## src/rtl/core/rde_pkg.sv

```systemverilog
// ============================================================================
// rde_pkg
// Shared types, field widths, codes and the digit glyph lookup for the
// radix digit emitter.
// ============================================================================
`default_nettype none

package rde_pkg;

    localparam int VALUE_W          = 64;
    localparam int RADIX_W          = 5;
    localparam int FORMAT_W         = 2;
    localparam int CHAR_W           = 7;
    localparam int DIGIT_W          = 4;
    localparam int NUMBER_WIDTH_DEF = 32;

    localparam int S_TDATA_W = 72;   // value, radix, format, zero pad
    localparam int M_TDATA_W = 8;    // character, zero pad

    localparam logic [RADIX_W-1:0] RADIX_MIN     = 5'd2;
    localparam logic [RADIX_W-1:0] RADIX_MAX     = 5'd16;
    localparam logic [RADIX_W-1:0] POINTER_RADIX = 5'd16;

    localparam logic CMD_NUMBER  = 1'b0;
    localparam logic CMD_POINTER = 1'b1;

    localparam logic [FORMAT_W-1:0] FMT_SIGNED         = 2'd0;
    localparam logic [FORMAT_W-1:0] FMT_UNSIGNED_LOWER = 2'd1;
    localparam logic [FORMAT_W-1:0] FMT_UNSIGNED_UPPER = 2'd2;

    localparam logic [CHAR_W-1:0] CHAR_NUL   = 7'h00;
    localparam logic [CHAR_W-1:0] CHAR_ZERO  = 7'h30;
    localparam logic [CHAR_W-1:0] CHAR_X     = 7'h78;
    localparam logic [CHAR_W-1:0] CHAR_UPPER = 7'h41;
    localparam logic [CHAR_W-1:0] CHAR_LOWER = 7'h61;

    typedef enum logic [2:0] {
        ST_IDLE,
        ST_ERR,
        ST_DIV,
        ST_PRE0,
        ST_PRE1,
        ST_RD,
        ST_EMIT
    } rde_state_t;

    // Sequencer to divider
    typedef struct packed {
        logic               load;    // take a new dividend and start a pass
        logic               start;   // start a pass on the current quotient
        logic               wide;    // full 64-bit dividend
        logic [RADIX_W-1:0] base;
    } rde_div_req_t;

    // Divider to sequencer
    typedef struct packed {
        logic               done;    // pass finished this cycle
        logic [DIGIT_W-1:0] digit;   // remainder of the pass
        logic               zero;    // quotient left is zero
    } rde_div_rsp_t;

    function automatic logic [CHAR_W-1:0] digit_glyph(input logic [DIGIT_W-1:0] d,
                                                      input logic upper);
        logic [CHAR_W-1:0] letter_base;
        letter_base = upper ? CHAR_UPPER : CHAR_LOWER;
        if (d < 4'd10)
            digit_glyph = CHAR_ZERO + {3'b000, d};
        else
            digit_glyph = letter_base + {3'b000, d - 4'd10};
    endfunction

endpackage

`default_nettype wire

```

## src/rtl/core/rde_divider.sv

```systemverilog
// ============================================================================
// rde_divider
// Iterative divider by a small base: eight dividend bits per cycle, one
// digit (remainder) per pass, quotient kept in place for the next pass.
// ============================================================================
`default_nettype none

module rde_divider #(
    parameter int NUMBER_WIDTH = rde_pkg::NUMBER_WIDTH_DEF
) (
    input  wire logic                          clk,
    input  wire logic                          rst_n,
    input  wire rde_pkg::rde_div_req_t         req,
    input  wire logic [rde_pkg::VALUE_W-1:0]   load_value,
    output rde_pkg::rde_div_rsp_t              rsp
);
    import rde_pkg::*;

    localparam int NW_PAD        = ((NUMBER_WIDTH + 7) / 8) * 8;
    localparam int NARROW_CHUNKS = NW_PAD / 8;
    localparam int WIDE_CHUNKS   = VALUE_W / 8;
    localparam logic [VALUE_W-1:0] NARROW_MASK = {VALUE_W{1'b1}} >> (VALUE_W - NW_PAD);

    logic [VALUE_W-1:0] q_reg, q_next;
    logic [DIGIT_W-1:0] rem_reg, rem_next;
    logic [RADIX_W-1:0] base_reg, base_next;
    logic               wide_reg, wide_next;
    logic [2:0]         cnt_reg, cnt_next;
    logic               busy_reg, busy_next;
    logic               done_reg, done_next;

    logic [7:0]         chunk;
    logic [7:0]         qbyte;
    logic [DIGIT_W-1:0] rem_step;
    logic [VALUE_W-1:0] shifted;

    // Restoring division over the top byte of the active window
    always_comb
    begin
        logic [4:0]         r;
        logic [DIGIT_W-1:0] rem_v;
        chunk = wide_reg ? q_reg[VALUE_W-1 -: 8] : q_reg[NW_PAD-1 -: 8];
        rem_v = rem_reg;
        qbyte = '0;
        for (int i = 7; i >= 0; i--)
        begin
            r = {rem_v, chunk[i]};
            if (r >= base_reg)
            begin
                r        = r - base_reg;
                qbyte[i] = 1'b1;
            end
            rem_v = r[DIGIT_W-1:0];
        end
        rem_step = rem_v;
        shifted  = {q_reg[VALUE_W-9:0], qbyte} & (wide_reg ? {VALUE_W{1'b1}} : NARROW_MASK);
    end

    always_comb
    begin
        q_next    = q_reg;
        rem_next  = rem_reg;
        base_next = base_reg;
        wide_next = wide_reg;
        cnt_next  = cnt_reg;
        busy_next = busy_reg;
        done_next = 1'b0;
        if (req.load || req.start)
        begin
            if (req.load)
            begin
                q_next    = load_value;
                base_next = req.base;
                wide_next = req.wide;
            end
            busy_next = 1'b1;
            rem_next  = '0;
            cnt_next  = (req.load ? req.wide : wide_reg) ? 3'(WIDE_CHUNKS - 1)
                                                         : 3'(NARROW_CHUNKS - 1);
        end
        else if (busy_reg)
        begin
            q_next   = shifted;
            rem_next = rem_step;
            cnt_next = cnt_reg - 3'd1;
            if (cnt_reg == 3'd0)
            begin
                busy_next = 1'b0;
                done_next = 1'b1;
            end
        end
    end

    always_ff @(posedge clk or negedge rst_n)
    begin
        if (!rst_n)
        begin
            busy_reg <= 1'b0;
            done_reg <= 1'b0;
            cnt_reg  <= '0;
        end
        else
        begin
            busy_reg <= busy_next;
            done_reg <= done_next;
            cnt_reg  <= cnt_next;
        end
    end

    always_ff @(posedge clk)
    begin
        q_reg    <= q_next;
        rem_reg  <= rem_next;
        base_reg <= base_next;
        wide_reg <= wide_next;
    end

    assign rsp.done  = done_reg;
    assign rsp.digit = rem_reg;
    assign rsp.zero  = (q_reg == '0);

endmodule

`default_nettype wire

```

## src/rtl/core/radix_digit_emitter.sv

```systemverilog
// ============================================================================
// radix_digit_emitter
// Converts a number (base 2..16) or a 64-bit pointer to ASCII digits, most
// significant digit first, one output transaction per character.
// ============================================================================
// Division: each digit costs one divider pass over the number width, rounded
//   up to whole bytes, in number mode and over all 64 bits in pointer mode;
//   a 32-bit value in base 2 needs up to 32 passes.
// Emission: each character takes a digit memory read, then an output load;
//   in pointer mode the prefix characters 0x are emitted first.
// Throughput: one request at a time; the next is taken once the last
//   character sits in the output register. A bad base goes through the error state.
// Reset: rst_n is asynchronous, active low; clears the sequencer, digit
//   count and output valid. The digit memory holds no reset value.
// ============================================================================
`default_nettype none

module radix_digit_emitter #(
    parameter int NUMBER_WIDTH = rde_pkg::NUMBER_WIDTH_DEF
) (
    input  wire logic                            clk,
    input  wire logic                            rst_n,
    // Request stream
    input  wire logic                            s_axis_tvalid,
    output logic                                 s_axis_tready,
    input  wire logic [rde_pkg::S_TDATA_W-1:0]   s_axis_tdata,  // [63:0] value, [68:64] radix,
                                                                // [70:69] format, [71] zero
    input  wire logic                            s_axis_tuser,  // [0] cmd
    // Character stream
    output logic                                 m_axis_tvalid,
    input  wire logic                            m_axis_tready,
    output logic [rde_pkg::M_TDATA_W-1:0]        m_axis_tdata,  // [6:0] character, [7] zero
    output logic                                 m_axis_tlast,  // last character
    output logic                                 m_axis_tuser   // [0] bad_base
);
    import rde_pkg::*;

    // Most digits any request can produce: base 2 of the number, or 16 hex
    // digits of a pointer.
    localparam int DEPTH  = (NUMBER_WIDTH > 16) ? NUMBER_WIDTH : 16;
    localparam int ADDR_W = $clog2(DEPTH);
    localparam int CNT_W  = $clog2(DEPTH + 1);
    localparam logic [VALUE_W-1:0] NUM_MASK = {VALUE_W{1'b1}} >> (VALUE_W - NUMBER_WIDTH);

    // Request fields
    logic                in_cmd;
    logic [VALUE_W-1:0]  in_value;
    logic [RADIX_W-1:0]  in_radix;
    logic [FORMAT_W-1:0] in_format;
    logic                in_bad;
    logic [VALUE_W-1:0]  num_bits;
    logic [VALUE_W-1:0]  num_mag;

    assign in_cmd    = s_axis_tuser;
    assign in_value  = s_axis_tdata[VALUE_W-1:0];
    assign in_radix  = s_axis_tdata[VALUE_W +: RADIX_W];
    assign in_format = s_axis_tdata[VALUE_W+RADIX_W +: FORMAT_W];
    assign in_bad    = (in_cmd == CMD_NUMBER) && ((in_radix < RADIX_MIN) || (in_radix > RADIX_MAX));

    // Signed format with the sign bit set: convert the two's complement magnitude.
    // The most negative value wraps to itself, which is its unsigned magnitude.
    assign num_bits = in_value & NUM_MASK;
    assign num_mag  = ((in_format == FMT_SIGNED) && in_value[NUMBER_WIDTH-1])
                      ? ((~num_bits + {{(VALUE_W-1){1'b0}}, 1'b1}) & NUM_MASK)
                      : num_bits;

    // Sequencer state and registers
    rde_state_t         state_reg, state_next;
    logic [CNT_W-1:0]   cnt_reg, cnt_next;
    logic               ptr_reg, ptr_next;
    logic               upper_reg, upper_next;

    logic               m_valid_reg, m_valid_next;
    logic [CHAR_W-1:0]  m_char_reg, m_char_next;
    logic               m_last_reg, m_last_next;
    logic               m_bad_reg, m_bad_next;

    logic [DIGIT_W-1:0] store [DEPTH];
    logic [DIGIT_W-1:0] rd_data_reg;
    logic [ADDR_W-1:0]  wr_addr;
    logic [ADDR_W-1:0]  rd_addr;
    logic               store_we;

    logic               out_free;
    logic               accept;

    rde_div_req_t       div_req;
    rde_div_rsp_t       div_rsp;
    logic [VALUE_W-1:0] div_value;

    assign out_free = !m_valid_reg || m_axis_tready;
    assign accept   = s_axis_tvalid && s_axis_tready;
    assign wr_addr  = cnt_reg[ADDR_W-1:0];
    assign rd_addr  = ADDR_W'(cnt_reg - CNT_W'(1));

    rde_divider #(
        .NUMBER_WIDTH (NUMBER_WIDTH)
    ) u_divider (
        .clk        (clk),
        .rst_n      (rst_n),
        .req        (div_req),
        .load_value (div_value),
        .rsp        (div_rsp)
    );

    // Next state
    always_comb
    begin
        state_next = state_reg;
        unique case (state_reg)
            ST_IDLE:
            begin
                if (s_axis_tvalid)
                    state_next = in_bad ? ST_ERR : ST_DIV;
            end
            ST_ERR:
            begin
                if (out_free)
                    state_next = ST_IDLE;
            end
            ST_DIV:
            begin
                if (div_rsp.done && div_rsp.zero)
                    state_next = ptr_reg ? ST_PRE0 : ST_RD;
            end
            ST_PRE0:
            begin
                if (out_free)
                    state_next = ST_PRE1;
            end
            ST_PRE1:
            begin
                if (out_free)
                    state_next = ST_RD;
            end
            ST_RD:
            begin
                state_next = ST_EMIT;
            end
            ST_EMIT:
            begin
                if (out_free)
                    state_next = (cnt_reg == CNT_W'(1)) ? ST_IDLE : ST_RD;
            end
            default:
            begin
                state_next = ST_IDLE;
            end
        endcase
    end

    // Sequencer outputs and register updates
    always_comb
    begin
        s_axis_tready = 1'b0;
        div_req       = '0;
        div_value     = (in_cmd == CMD_POINTER) ? in_value : num_mag;
        store_we      = 1'b0;
        cnt_next      = cnt_reg;
        ptr_next      = ptr_reg;
        upper_next    = upper_reg;
        m_char_next   = m_char_reg;
        m_last_next   = m_last_reg;
        m_bad_next    = m_bad_reg;
        m_valid_next  = m_axis_tready ? 1'b0 : m_valid_reg;

        unique case (state_reg)
            ST_IDLE:
            begin
                s_axis_tready = 1'b1;
                if (accept && !in_bad)
                begin
                    // Load the dividend and start the first pass
                    div_req.load  = 1'b1;
                    div_req.wide  = (in_cmd == CMD_POINTER);
                    div_req.base  = (in_cmd == CMD_POINTER) ? POINTER_RADIX : in_radix;
                    cnt_next      = '0;
                    ptr_next      = (in_cmd == CMD_POINTER);
                    upper_next    = (in_cmd == CMD_NUMBER) && (in_format == FMT_UNSIGNED_UPPER);
                end
            end
            ST_ERR:
            begin
                if (out_free)
                begin
                    m_valid_next = 1'b1;
                    m_char_next  = CHAR_NUL;
                    m_last_next  = 1'b1;
                    m_bad_next   = 1'b1;
                end
            end
            ST_DIV:
            begin
                // Store each remainder, keep dividing until the quotient is zero
                if (div_rsp.done)
                begin
                    store_we = 1'b1;
                    cnt_next = cnt_reg + CNT_W'(1);
                    if (!div_rsp.zero)
                        div_req.start = 1'b1;
                end
            end
            ST_PRE0:
            begin
                if (out_free)
                begin
                    m_valid_next = 1'b1;
                    m_char_next  = CHAR_ZERO;
                    m_last_next  = 1'b0;
                    m_bad_next   = 1'b0;
                end
            end
            ST_PRE1:
            begin
                if (out_free)
                begin
                    m_valid_next = 1'b1;
                    m_char_next  = CHAR_X;
                    m_last_next  = 1'b0;
                    m_bad_next   = 1'b0;
                end
            end
            ST_RD:
            begin
                // Digit memory read in flight
            end
            ST_EMIT:
            begin
                // Emit digits in reverse order of discovery
                if (out_free)
                begin
                    m_valid_next = 1'b1;
                    m_char_next  = digit_glyph(rd_data_reg, upper_reg);
                    m_last_next  = (cnt_reg == CNT_W'(1));
                    m_bad_next   = 1'b0;
                    cnt_next     = cnt_reg - CNT_W'(1);
                end
            end
            default:
            begin
            end
        endcase
    end

    always_ff @(posedge clk or negedge rst_n)
    begin
        if (!rst_n)
        begin
            state_reg   <= ST_IDLE;
            cnt_reg     <= '0;
            ptr_reg     <= 1'b0;
            upper_reg   <= 1'b0;
            m_valid_reg <= 1'b0;
        end
        else
        begin
            state_reg   <= state_next;
            cnt_reg     <= cnt_next;
            ptr_reg     <= ptr_next;
            upper_reg   <= upper_next;
            m_valid_reg <= m_valid_next;
        end
    end

    // Output payload holds without reset
    always_ff @(posedge clk)
    begin
        m_char_reg <= m_char_next;
        m_last_reg <= m_last_next;
        m_bad_reg  <= m_bad_next;
    end

    // Digit memory: one write port, one registered read port
    always_ff @(posedge clk)
    begin
        if (store_we)
            store[wr_addr] <= div_rsp.digit;
        rd_data_reg <= store[rd_addr];
    end

    assign m_axis_tvalid = m_valid_reg;
    assign m_axis_tdata  = {1'b0, m_char_reg};
    assign m_axis_tlast  = m_last_reg;
    assign m_axis_tuser  = m_bad_reg;

    // An error transaction is a single NUL character that closes the conversion
    assert property (@(posedge clk) disable iff (!rst_n)
        m_axis_tvalid && m_axis_tuser |-> m_axis_tlast && (m_axis_tdata == '0))
        else $error("bad base transaction malformed");

    // The digit count never runs past the memory depth
    assert property (@(posedge clk) disable iff (!rst_n)
        cnt_reg <= CNT_W'(DEPTH))
        else $error("digit count overflow");

    // The divider only finishes a pass while the sequencer waits for it
    assert property (@(posedge clk) disable iff (!rst_n)
        div_rsp.done |-> state_reg == ST_DIV)
        else $error("divider pass finished outside divide state");

    // Emission always follows a memory read
    assert property (@(posedge clk) disable iff (!rst_n)
        state_reg == ST_EMIT |-> $past(state_reg) == ST_RD || $past(state_reg) == ST_EMIT)
        else $error("emit without digit read");

endmodule

`default_nettype wire
```

## config.mk

```make
export PLATFORM = sky130hd
export DESIGN_NAME = radix_digit_emitter
export DESIGN_NICKNAME = d
export VERILOG_FILES = /design/src/rtl/core/rde_pkg.sv /design/src/rtl/core/rde_divider.sv /design/src/rtl/core/radix_digit_emitter.sv
export SDC_FILE = /design/constraint.sdc
export NUM_CORES = 1
export LEC_CHECK = 0
export ABC_AREA = 1
export BUFFER_PORTS_ARGS = -buffer_cell sky130_fd_sc_hd__buf_4
export CORE_MARGIN = 3
export CORE_UTILIZATION = 50
export DETAILED_ROUTE_END_ITERATION = 8
export PLACE_DENSITY_LB_ADDON = 0.15
export SETUP_SLACK_MARGIN = 0.5
export SLEW_MARGIN = 40
export SYNTH_ARGS = -nofsm -noshare
export SYNTH_HDL_FRONTEND = slang
export SYNTH_SLANG_ARGS = --single-unit
```

## constraint.sdc

```tcl
create_clock -name clk -period 10.85 [get_ports clk]
set_clock_uncertainty 0.15 [all_clocks]
set_input_delay 0.5425 -clock clk [delete_from_list [all_inputs] [get_ports clk]]
set_output_delay 0.5425 -clock clk [all_outputs]
set_load 0.01 [all_outputs]
```

==> metrics.cfg, run 1 <==
[synth]
ys.flop_type = edfxtp_1
synth_top_area_share_pct = 47.3
ys_types = 48
synth_edf_count = 207
async_reset_ff_share_pct = 7.33
syn-num-nets = 1593
avgSynthCellArea_sq_um = 9.02
synth.most_common_cell = nand2_1
synth.cells.most_frequent = nand2_1 (308), edfxtp_1 (207), nor2_1 (195)
yosys.area.top_type = edfxtp_1
yosys_warnings = 0
ys_ff_latch = 232
synthTopCellsByArea = edfxtp_1 (47%), nand2_1 (8.8%), nand3_1 (5.6%)
syn-instance-count = 1457
synthesis.area_sq_um = 13100
yosysSeqAreaShare_pct = 51.8

[sta]
setup_viol = 0
period_minus_slack_ns = 9.72
post-route-period-util_pct = 89.6
setup_tns_ns = 0
max_freq_mhz = 103
grt_setup_unrepaired = no
relSlewSlack_pct = 46.3
tightestPinTransition_ns = 0.806
slew_violations = 0
hold_violations = 0

[drt]
drtAntennaViolNets = 0
wl_per_cell_um = 17.1
via_count = 10439
first_iter_violations = 878
drt-total-wl_mm = 32.4
drtPass1Iterations = 5
remaining_drc_errors = 0
drt-vias-per-instance = 5.50

[outcome]
outcome = completed

[floorplanning]
die_w_um = 168
core_area_sq_um = 25500
num_rows = 58
num_io_pins = 89
initial_core_util_pct = 51.6
dieArea_sq_um = 28300
fp.dieH_um = 168

[global_routing]
antenna_found_initial = 0
grt_max_degree = 69
globalRouteTotalUtil_pct = 22.5
grt_pass1_wl_mm = 51.5
grt_pass1_vias = 9873
overflow = 0

[cts]
clk_pin_slew_ns = 0.07
cts_tree = built
insertion_delay_ns = 0.52
cts_sinks = 232
cts_buffers = 25
h-tree-depth = 1
cts_root_buffer = clkbuf_16
cts_buffer_depth = 3

[place]
dp_hpwl_mm = 22.1
gp_congestion = 0.860
io_buffers = 86

[finish]
diodes = 0
largest_register_ffs = 128
syn2layout_area_growth_pct = 15.9
regArea_sq_um = 6800
fin_nets = 1686
multiInputGateArea_sq_um = 5770
drive_above_1_share_pct = 15.0
fillers = 2241

[setup_path]
crit_required_ns = 10.95
critPathCaptureType = register
arrival_ns = 9.82
slowest_stage = edfxtp_1
slowest_delay_ns = 0.45
worstPathMaxFanout = 8
path_class = reg -> reg
cp-start-kind = register
crit_path_frequent_cell = nand2_1

[run]
maxCapViolCount = 0

[worst_hold_path]
hp-class = in -> reg

[critical path, delay by kind of cell, from the launching register on]
family	cells	cell delay, ns
AO/OA/AOI/OAI	5	0.48
adder cells (fa/ha/maj)	8	2.22
buffers and inverters	12	1.00
flip-flops	1	0.45
AND/OR/NAND/NOR	41	5.13
[final timing paths]
path,slack (ns),to,depth (start not counted),startpoint
worst max-delay path,1.13,u_divider.q_reg[0]$_DFFE_PP_,66,u_divider.wide_reg$_DFFE_PN_
worst min register to register,0.35,ptr_reg$_DFFE_PN0P_,1,ptr_reg$_DFFE_PN0P_
max in group asynchronous,10.03,cnt_reg[0]$_DFFE_PN0P_,2,rst_n
min in group asynchronous,0.28,cnt_reg[4]$_DFFE_PN0P_,2,rst_n
worst max register to register,1.13,u_divider.q_reg[0]$_DFFE_PP_,66,u_divider.wide_reg$_DFFE_PN_
worst min-delay path,0.17,u_divider.q_reg[34]$_DFFE_PP_,3,s_axis_tdata[34]
[repair_timing]
| action | in CTS | in global routing |
|---|---|---|
| buffers inserted | 3 | 10 |
| pin swaps | 0 | 14 |
| setup endpoints to repair | 5 | 5 |
| gates resized for setup | 7 | 41 |
| endpoints found under the hold margin | 17 | 0 |
| hold buffers | 1 | 0 |
[logic make-up (layout without fill, tap and decap cells)]
family          Yosys count  after routing  synth area share [%]
simple gates            717            717                  23.6
fa+ha+maj                59             59                  6.08
flops                   232            232                  51.8
compound gates          217            217                  9.62
xor+xnor                 38             38                  2.73
mux                       1              1                0.0762
other cells               1              1                0.0285
buf+inv                 192            304                  6.13
[layout by cell type (no fill, tap or decap), types with 7 or more instances in the layout]
cell type  instances
clkbuf_16         25
a21oi_1           24
xor2_1            18
ha_1              41
nor3_1             7
dfrtp_1           16
dfxtp_1            8
buf_4            115
nand4_1           24
o21ai_1           12
edfxtp_1         207
clkbuf_1           8
inv_1            122
o211ai_1          12
o21ai_0          110
o221ai_1          20
nand2_2            8
o22ai_1           13
nand3_1          140
fa_1               7
xnor2_1           17
nor2_1           192
inv_2             18
nand2_1          302
or2_2             12
ha_4               9
[through the flow]
step | instance area (sq um) | std cells | utilization (%) | worst slack (ns) | hold slack [ns]
finish | 15200 | 1899 | 59.8 | 1.13 | 0.166
global route | 15200 | 1899 | 59.8 | 0.327 | 0.148
CTS | 14900 | 1889 | 58.6 | 0.548 | 0.147
detailed placement | 14100 | 1839 | 55.2 | 0.00336 | 0.291
global placement | 14000 | 1839 | 55.1 | 0.208 | 0.282
floorplan | 13100 | 1457 | - | 1.52 | 0.0969
[layer usage]
layer | GRT usage, % | part of all wire (%) | up-vias | wire length [um]
li1 | - | - | 5183 | -
met1 | 30.6 | 43 | 4894 | 14000
met2 | 38.5 | 49 | 317 | 16000
met3 | 2.72 | 5.5 | 45 | 1790
met4 | 5.69 | 2.1 | 0 | 671
met5 | 0 | 0 | - | 0
[layout make-up]
cell class / count / share of cell area [%]
flip-flops and latches: 232 / 44.7
multi-input cells: 1033 / 37.9
repair buffers: 116 / 5.74
clock buffers: 33 / 4.31
inverters: 142 / 3.54
well taps: 330 / 2.71
clock inverters: 13 / 1.09
Power of run 1 is not shown: default switching activity piles up to over one toggle a cycle in this logic, so the estimate is an artifact.
==> inputs of run 2 (changes only) <==
CORE_MARGIN = 10   (was 3)
CTS_BUF_LIST = sky130_fd_sc_hd__clkbuf_16   (was default)
==> run 2 against run 1 <==
Compared with the run above: routed wire length decreased by 1.8%; hold slack improved by 0.025 ns; utilization decreased by 1.6 points; critical path depth unchanged; via count decreased by 0.75%; design area decreased by 0.80%; first-iteration DRC count decreased by 15%; non-clock buffer count increased by 2; fmax increased by 0.59%; register-to-register slack improved by 0.06 ns; sequential share of layout area increased by 0.35 points; global-route usage decreased by 3.7 points; critical endpoint is now u_divider.rem_reg[1]$_SDFFE_PN0P_.
==> metrics.cfg, run 2 (synthesized netlist as in run 1, its figures left out) <==
[cts]
insertion_delay_ns = 0.51  ; was 0.52 ns
cts_buffer_depth = 3  ; unchanged
cts_buffers = 24  ; was 25
cts_tree = built  ; unchanged
cts_root_buffer = clkbuf_16  ; unchanged
h-tree-depth = 1  ; unchanged
clk_pin_slew_ns = 0.06  ; was 0.07 ns
cts_sinks = 232  ; unchanged

[worst_hold_path]
hp-class = in -> reg  ; unchanged
hold_end = u_divider.q_reg[35]$_DFFE_PP_  ; was u_divider.q_reg[34]$_DFFE_PP_
holdPathStages = 3  ; unchanged
min_from = s_axis_tdata[35]  ; was s_axis_tdata[34]

[finish]
layout_commonest_cell = nand2_1  ; unchanged
drive_above_1_share_pct = 14.6  ; was 15.0%
syn2layout_area_growth_pct = 14.9  ; was 15.9%
regArea_sq_um = 6800  ; about the same
finalNonFillerCells = 1902  ; was 1899
fin_nets = 1687  ; was 1686
largest_register_ffs = 128  ; unchanged
diodes = 0  ; unchanged
fillers = 2319  ; was 2241
multiInputGateArea_sq_um = 5740  ; was 5770 sq um
layout_common_cells = nand2_1 (304), edfxtp_1 (207), nor2_1 (191)  ; was nand2_1 (302), edfxtp_1 (207), nor2_1 (192)

[global_routing]
grt_pass1_wl_mm = 51.7  ; was 51.5 mm
grt_pass1_vias = 10133  ; was 9873
overflow = 0  ; unchanged
grt_max_degree = 71  ; was 69
antenna_found_initial = 0  ; unchanged
globalRouteTotalUtil_pct = 18.7  ; was 22.5%

[setup_path]
worstPathMaxFanout = 7  ; was 8
r2r_slack_ns = 1.18  ; was 1.13 ns
slowest_stage = fa_2  ; was edfxtp_1
arrival_ns = 9.94  ; was 9.82 ns
cp-start-kind = register  ; unchanged
worst_r2r_path_depth = 66  ; unchanged
crit_required_ns = 11.13  ; was 10.95 ns
path_class = reg -> reg  ; unchanged
rr_startpoint = u_divider.wide_reg$_DFFE_PN_  ; unchanged
reg2reg_to = u_divider.rem_reg[1]$_SDFFE_PN0P_  ; was u_divider.q_reg[0]$_DFFE_PP_
critPathCaptureType = register  ; unchanged
slowest_delay_ns = 0.52  ; was 0.45 ns
startpoint = u_divider.wide_reg$_DFFE_PN_  ; unchanged
crit_path_frequent_cell = nand2_1  ; unchanged

[floorplanning]
num_io_pins = 89  ; unchanged
die_w_um = 182  ; was 168 um
core_area_sq_um = 26000  ; was 25500 sq um
num_rows = 59  ; was 58
fp.dieH_um = 182  ; was 168 um
initial_core_util_pct = 50.6  ; was 51.6%
dieArea_sq_um = 33200  ; was 28300 sq um

[sta]
setup_viol = 0  ; unchanged
tightestPinTransition_ns = 0.806  ; about the same
relSlewSlack_pct = 46.3  ; about the same
hold_violations = 0  ; unchanged
max_freq_mhz = 103  ; about the same
post-route-period-util_pct = 89.1  ; was 89.6%
setup_ws_ns = 1.18  ; was 1.13 ns
setup_tns_ns = 0  ; unchanged
fin_hold_ws_ns = 0.190  ; was 0.166 ns
grt_setup_unrepaired = no  ; unchanged
period_minus_slack_ns = 9.67  ; was 9.72 ns
slew_violations = 0  ; unchanged

[drt]
drtPass1Iterations = 5  ; unchanged
wl_per_cell_um = 16.8  ; was 17.1 um
drt-total-wl_mm = 31.9  ; was 32.4 mm
remaining_drc_errors = 0  ; unchanged
drtAntennaViolNets = 0  ; unchanged
first_iter_violations = 742  ; was 878
drt-vias-per-instance = 5.45  ; was 5.50
via_count = 10361  ; about the same

[place]
place_inst = 1845  ; was 1839
dp_hpwl_mm = 22.6  ; was 22.1 mm
place_ws_ns = 0.0500  ; was 0.00336 ns
gp_congestion = 0.916  ; was 0.860
io_buffers = 86  ; unchanged

[outcome]
outcome = completed  ; unchanged

[run]
maxCapViolCount = 0  ; unchanged

==> run 2: changes by cell type in the layout (fill, tap and decap cells not counted), sizes merged <==
cell	before	now
buf	115	117
bufinv	4	0
clkbuf	33	25
clkinv	8	14
inv	143	145
==> run 2: timing repair <==
action                                 4_1_cts  5_1_grt
hold buffers                                 1        0
setup buffers                                0       14
pin swaps                                    0       12
endpoints found under the hold margin       17        0
setup endpoints to repair                    5        5
gates resized for setup                      9       35
==> run 2: how the worst max path moves through the flow <==
stage,to,depth (start not counted)
after global placement,u_divider.rem_reg[1]$_SDFFE_PN0P_,67
after global routing,u_divider.rem_reg[1]$_SDFFE_PN0P_,68
final,u_divider.rem_reg[1]$_SDFFE_PN0P_,66
after CTS,u_divider.rem_reg[1]$_SDFFE_PN0P_,66
after floorplan,u_divider.rem_reg[0]$_SDFFE_PN0P_,67
after detailed placement,u_divider.rem_reg[1]$_SDFFE_PN0P_,67
==> run 2: cell type report <==
type | count | area share, %
Sequential cell | 232 | 45.0
Clock inverter | 17 | 0.489
Timing Repair Buffer | 118 | 5.97
Inverter | 142 | 3.56
Clock buffer | 25 | 4.14
Multi-Input combinational cell | 1033 | 38.0
Tap cell | 335 | 2.78
==> run 2: layer usage <==
metal | wire length, um | track usage [%] | vias up
met2 | 16100 | 33.0 | 250
met1 | 13900 | 24.1 | 4888
met3 | 1290 | 1.84 | 36
met5 | 0 | 0 | -
met4 | 631 | 4.65 | 0
li1 | - | - | 5187
==> run 2: worst max-delay path, delay by kind of cell (launching register included) <==
family	cells	cell delay [ns]
simple gates	36	4.10
fa+ha+maj	9	2.59
buf+inv	13	1.36
compound gates	8	0.96
flops	1	0.42
==> run 2: stage by stage <==
| stage | cell area (sq um) | util [%] |
|---|---|---|
| global placement | 14100 | 54.1 |
| CTS | 14800 | 56.9 |
| finish | 15100 | 58.1 |
| floorplan | 13100 | - |
| global route | 15100 | 58.1 |
| detailed placement | 14100 | 54.1 |
Power of run 2 is left out for the same reason.
==> inputs of run 3 (changes only) <==
CELL_PAD_IN_SITES_DETAIL_PLACEMENT = 1   (was default)
CELL_PAD_IN_SITES_GLOBAL_PLACEMENT = 2   (was default)
CORE_UTILIZATION = 38   (was 50)
RECOVER_POWER = 50   (was default)
==> run 3 against run 2 <==
Compared with the run above: the flow now finishes with violations (capacitance limit, slew limit); critical path depth rose by 5; critical path type unchanged; flip-flop and latch count stayed put; via count up 1.3%; worst setup slack improved by 0.020 ns; global-route usage fell by 1.5 points; non-clock buffer count is 25 higher; hold slack got worse by 0.019 ns.
==> metrics.cfg, run 3 (synthesized netlist as in run 1, its figures left out) <==
[outcome]
outcome = finished, violations left  ; was completed
violations = capacitance limit, slew limit

[floorplanning]
initial_core_util_pct = 38.3  ; was 50.6%
num_rows = 68  ; was 59
core_area_sq_um = 34300  ; was 26000 sq um
die_w_um = 206  ; was 182 um
num_io_pins = 89  ; unchanged
fp.dieH_um = 206  ; was 182 um
dieArea_sq_um = 42400  ; was 33200 sq um

[finish]
syn2layout_area_growth_pct = 18.6  ; was 14.9%
postLayoutCoreUtil_pct = 45.4  ; was 58.1%
largest_register_ffs = 128  ; unchanged
layout_common_cells = nand2_1 (298), edfxtp_1 (207), nor2_1 (194)  ; was nand2_1 (304), edfxtp_1 (207), nor2_1 (191)
fin_nets = 1713  ; was 1687
layout_commonest_cell = nand2_1  ; unchanged
diodes = 0  ; unchanged
drive_above_1_share_pct = 16.5  ; was 14.6%

[setup_path]
path_class = reg -> reg  ; unchanged
crit_path_frequent_cell = nand2_1  ; unchanged
critPathCaptureType = register  ; unchanged
slowest_stage = edfxtp_1  ; was fa_2
slowest_delay_ns = 0.46  ; was 0.52 ns
cp-start-kind = register  ; unchanged
cp_top_family = simple AND/OR/NAND/NOR gates  ; unchanged
path_buf_inv = 13  ; unchanged
worstPathMaxFanout = 8  ; was 7
arrival_ns = 9.91  ; was 9.94 ns
crit_required_ns = 11.12  ; was 11.13 ns

[global_routing]
grt_max_degree = 72  ; was 71
globalRouteTotalUtil_pct = 17.2  ; was 18.7%
grt_pass1_wl_mm = 58.9  ; was 51.7 mm
overflow = 0  ; unchanged
grt_pass1_vias = 10884  ; was 10.1k
antenna_found_initial = 0  ; unchanged

[drt]
drt-vias-per-instance = 5.12  ; was 5.45
drtPass1Iterations = 5  ; unchanged
drt-total-wl_mm = 37.5  ; was 31.9 mm
wl_per_cell_um = 18.3  ; was 16.8 um
remaining_drc_errors = 0  ; unchanged
first_iter_violations = 467  ; was 742
drtAntennaViolNets = 0  ; unchanged
via_count = 10497  ; was 10.4k

[worst_hold_path]
hp-class = in -> reg  ; unchanged

[cts]
insertion_delay_ns = 0.53  ; was 0.51 ns
cts_root_buffer = clkbuf_16  ; unchanged
clk_pin_slew_ns = 0.06  ; about the same
h-tree-depth = 1  ; unchanged
cts_buffers = 25  ; was 24
cts_sinks = 232  ; unchanged
cts_tree = built  ; unchanged
cts_buffer_depth = 3  ; unchanged

[sta]
grt_setup_unrepaired = no  ; unchanged
setup_viol = 0  ; unchanged
hold_violations = 0  ; unchanged
post-route-period-util_pct = 88.9  ; was 89.1%
relSlewSlack_pct = -99.9  ; was 46.3%
slew_violations = 173  ; was 0
tightestPinTransition_ns = 3.00  ; was 0.806 ns
setup_tns_ns = 0  ; unchanged
period_minus_slack_ns = 9.65  ; was 9.67 ns
max_freq_mhz = 104  ; was 103 MHz

[place]
dp_hpwl_mm = 27.1  ; was 22.6 mm
gp_congestion = 0.787  ; was 0.916
io_buffers = 86  ; unchanged

[run]
maxCapViolCount = 4  ; was 0

[run 3: cell types whose count changed in the layout (fill, tap and decap cells not counted), moves of 4 or more]
cell / previous run / this run
nand3_1: 139 / 135
nand2_2: 6 / 13
nand3_2: 7 / 11
clkinv_1: 11 / 6
buf_4: 116 / 126
nand2_1: 304 / 298
ha_4: 7 / 14
ha_1: 44 / 36
clkbuf_1: 0 / 16
[run 3: repair_timing]
action                                  CTS  global route
buffers inserted                          0            13
cloned                                    0             0
endpoints found under the setup margin    5             5
hold buffers                              1             0
pin swaps                                 0            19
resized for setup                         3            65
endpoints found under the hold margin    17             0
[run 3: final cells by class]
class	count	area, sq um
inverters	142	536
repair buffers	143	1020
well taps	455	569
clock inverters	21	185
multi-input cells	1033	5850
fillers	3981	18700
clock buffers	25	626
flip-flops and latches	232	6800
[run 3: final timing paths]
path                                              start                           endpoint  slack, ns  depth (start not counted)
min in group asynchronous                         rst_n            m_axis_tvalid$_DFF_PN0_       0.60                          2
max                        u_divider.wide_reg$_DFFE_PN_  u_divider.rem_reg[3]$_SDFFE_PN0P_       1.20                         71
max in group asynchronous                         rst_n             cnt_reg[0]$_DFFE_PN0P_       9.19                          2
min reg2reg                         ptr_reg$_DFFE_PN0P_                ptr_reg$_DFFE_PN0P_       0.35                          1
max reg2reg                u_divider.wide_reg$_DFFE_PN_  u_divider.rem_reg[3]$_SDFFE_PN0P_       1.20                         71
min                                    s_axis_tdata[51]      u_divider.q_reg[51]$_DFFE_PP_       0.17                          3
[run 3: through the flow]
stage	instance area [sq um]	std cells	hold slack [ns]	worst slack, ns
2_1_floorplan	13100	1457	0.0969	1.52
3_3_place_gp	14400	1991	0.296	0.499
3_5_place_dp	14400	1991	0.293	0.272
4_1_cts	15200	2038	0.151	0.512
5_1_grt	15600	2051	0.155	0.413
6_report	15600	2051	0.172	1.20
[run 3: worst reg2reg max path, delay by kind of cell (launching register included)]
kind / cells / cell delay, ns
flip-flops: 1 / 0.46
buffers and inverters: 13 / 1.18
AO/OA/AOI/OAI: 4 / 0.43
adder cells (fa/ha/maj): 8 / 2.18
AND/OR/NAND/NOR: 46 / 5.17
[run 3: layer usage]
metal  routed length, um  up-vias  share of wire, %  global-route usage (%)
met2               18600      126                50                    30.1
met4                 384        0               1.0                    2.61
li1                    -     5236                 -                       -
met3                1020       30               2.7                    1.66
met5                   0        -                 0                       0
met1               17500     5105                47                    23.1
Power of run 3 is left out for the same reason.
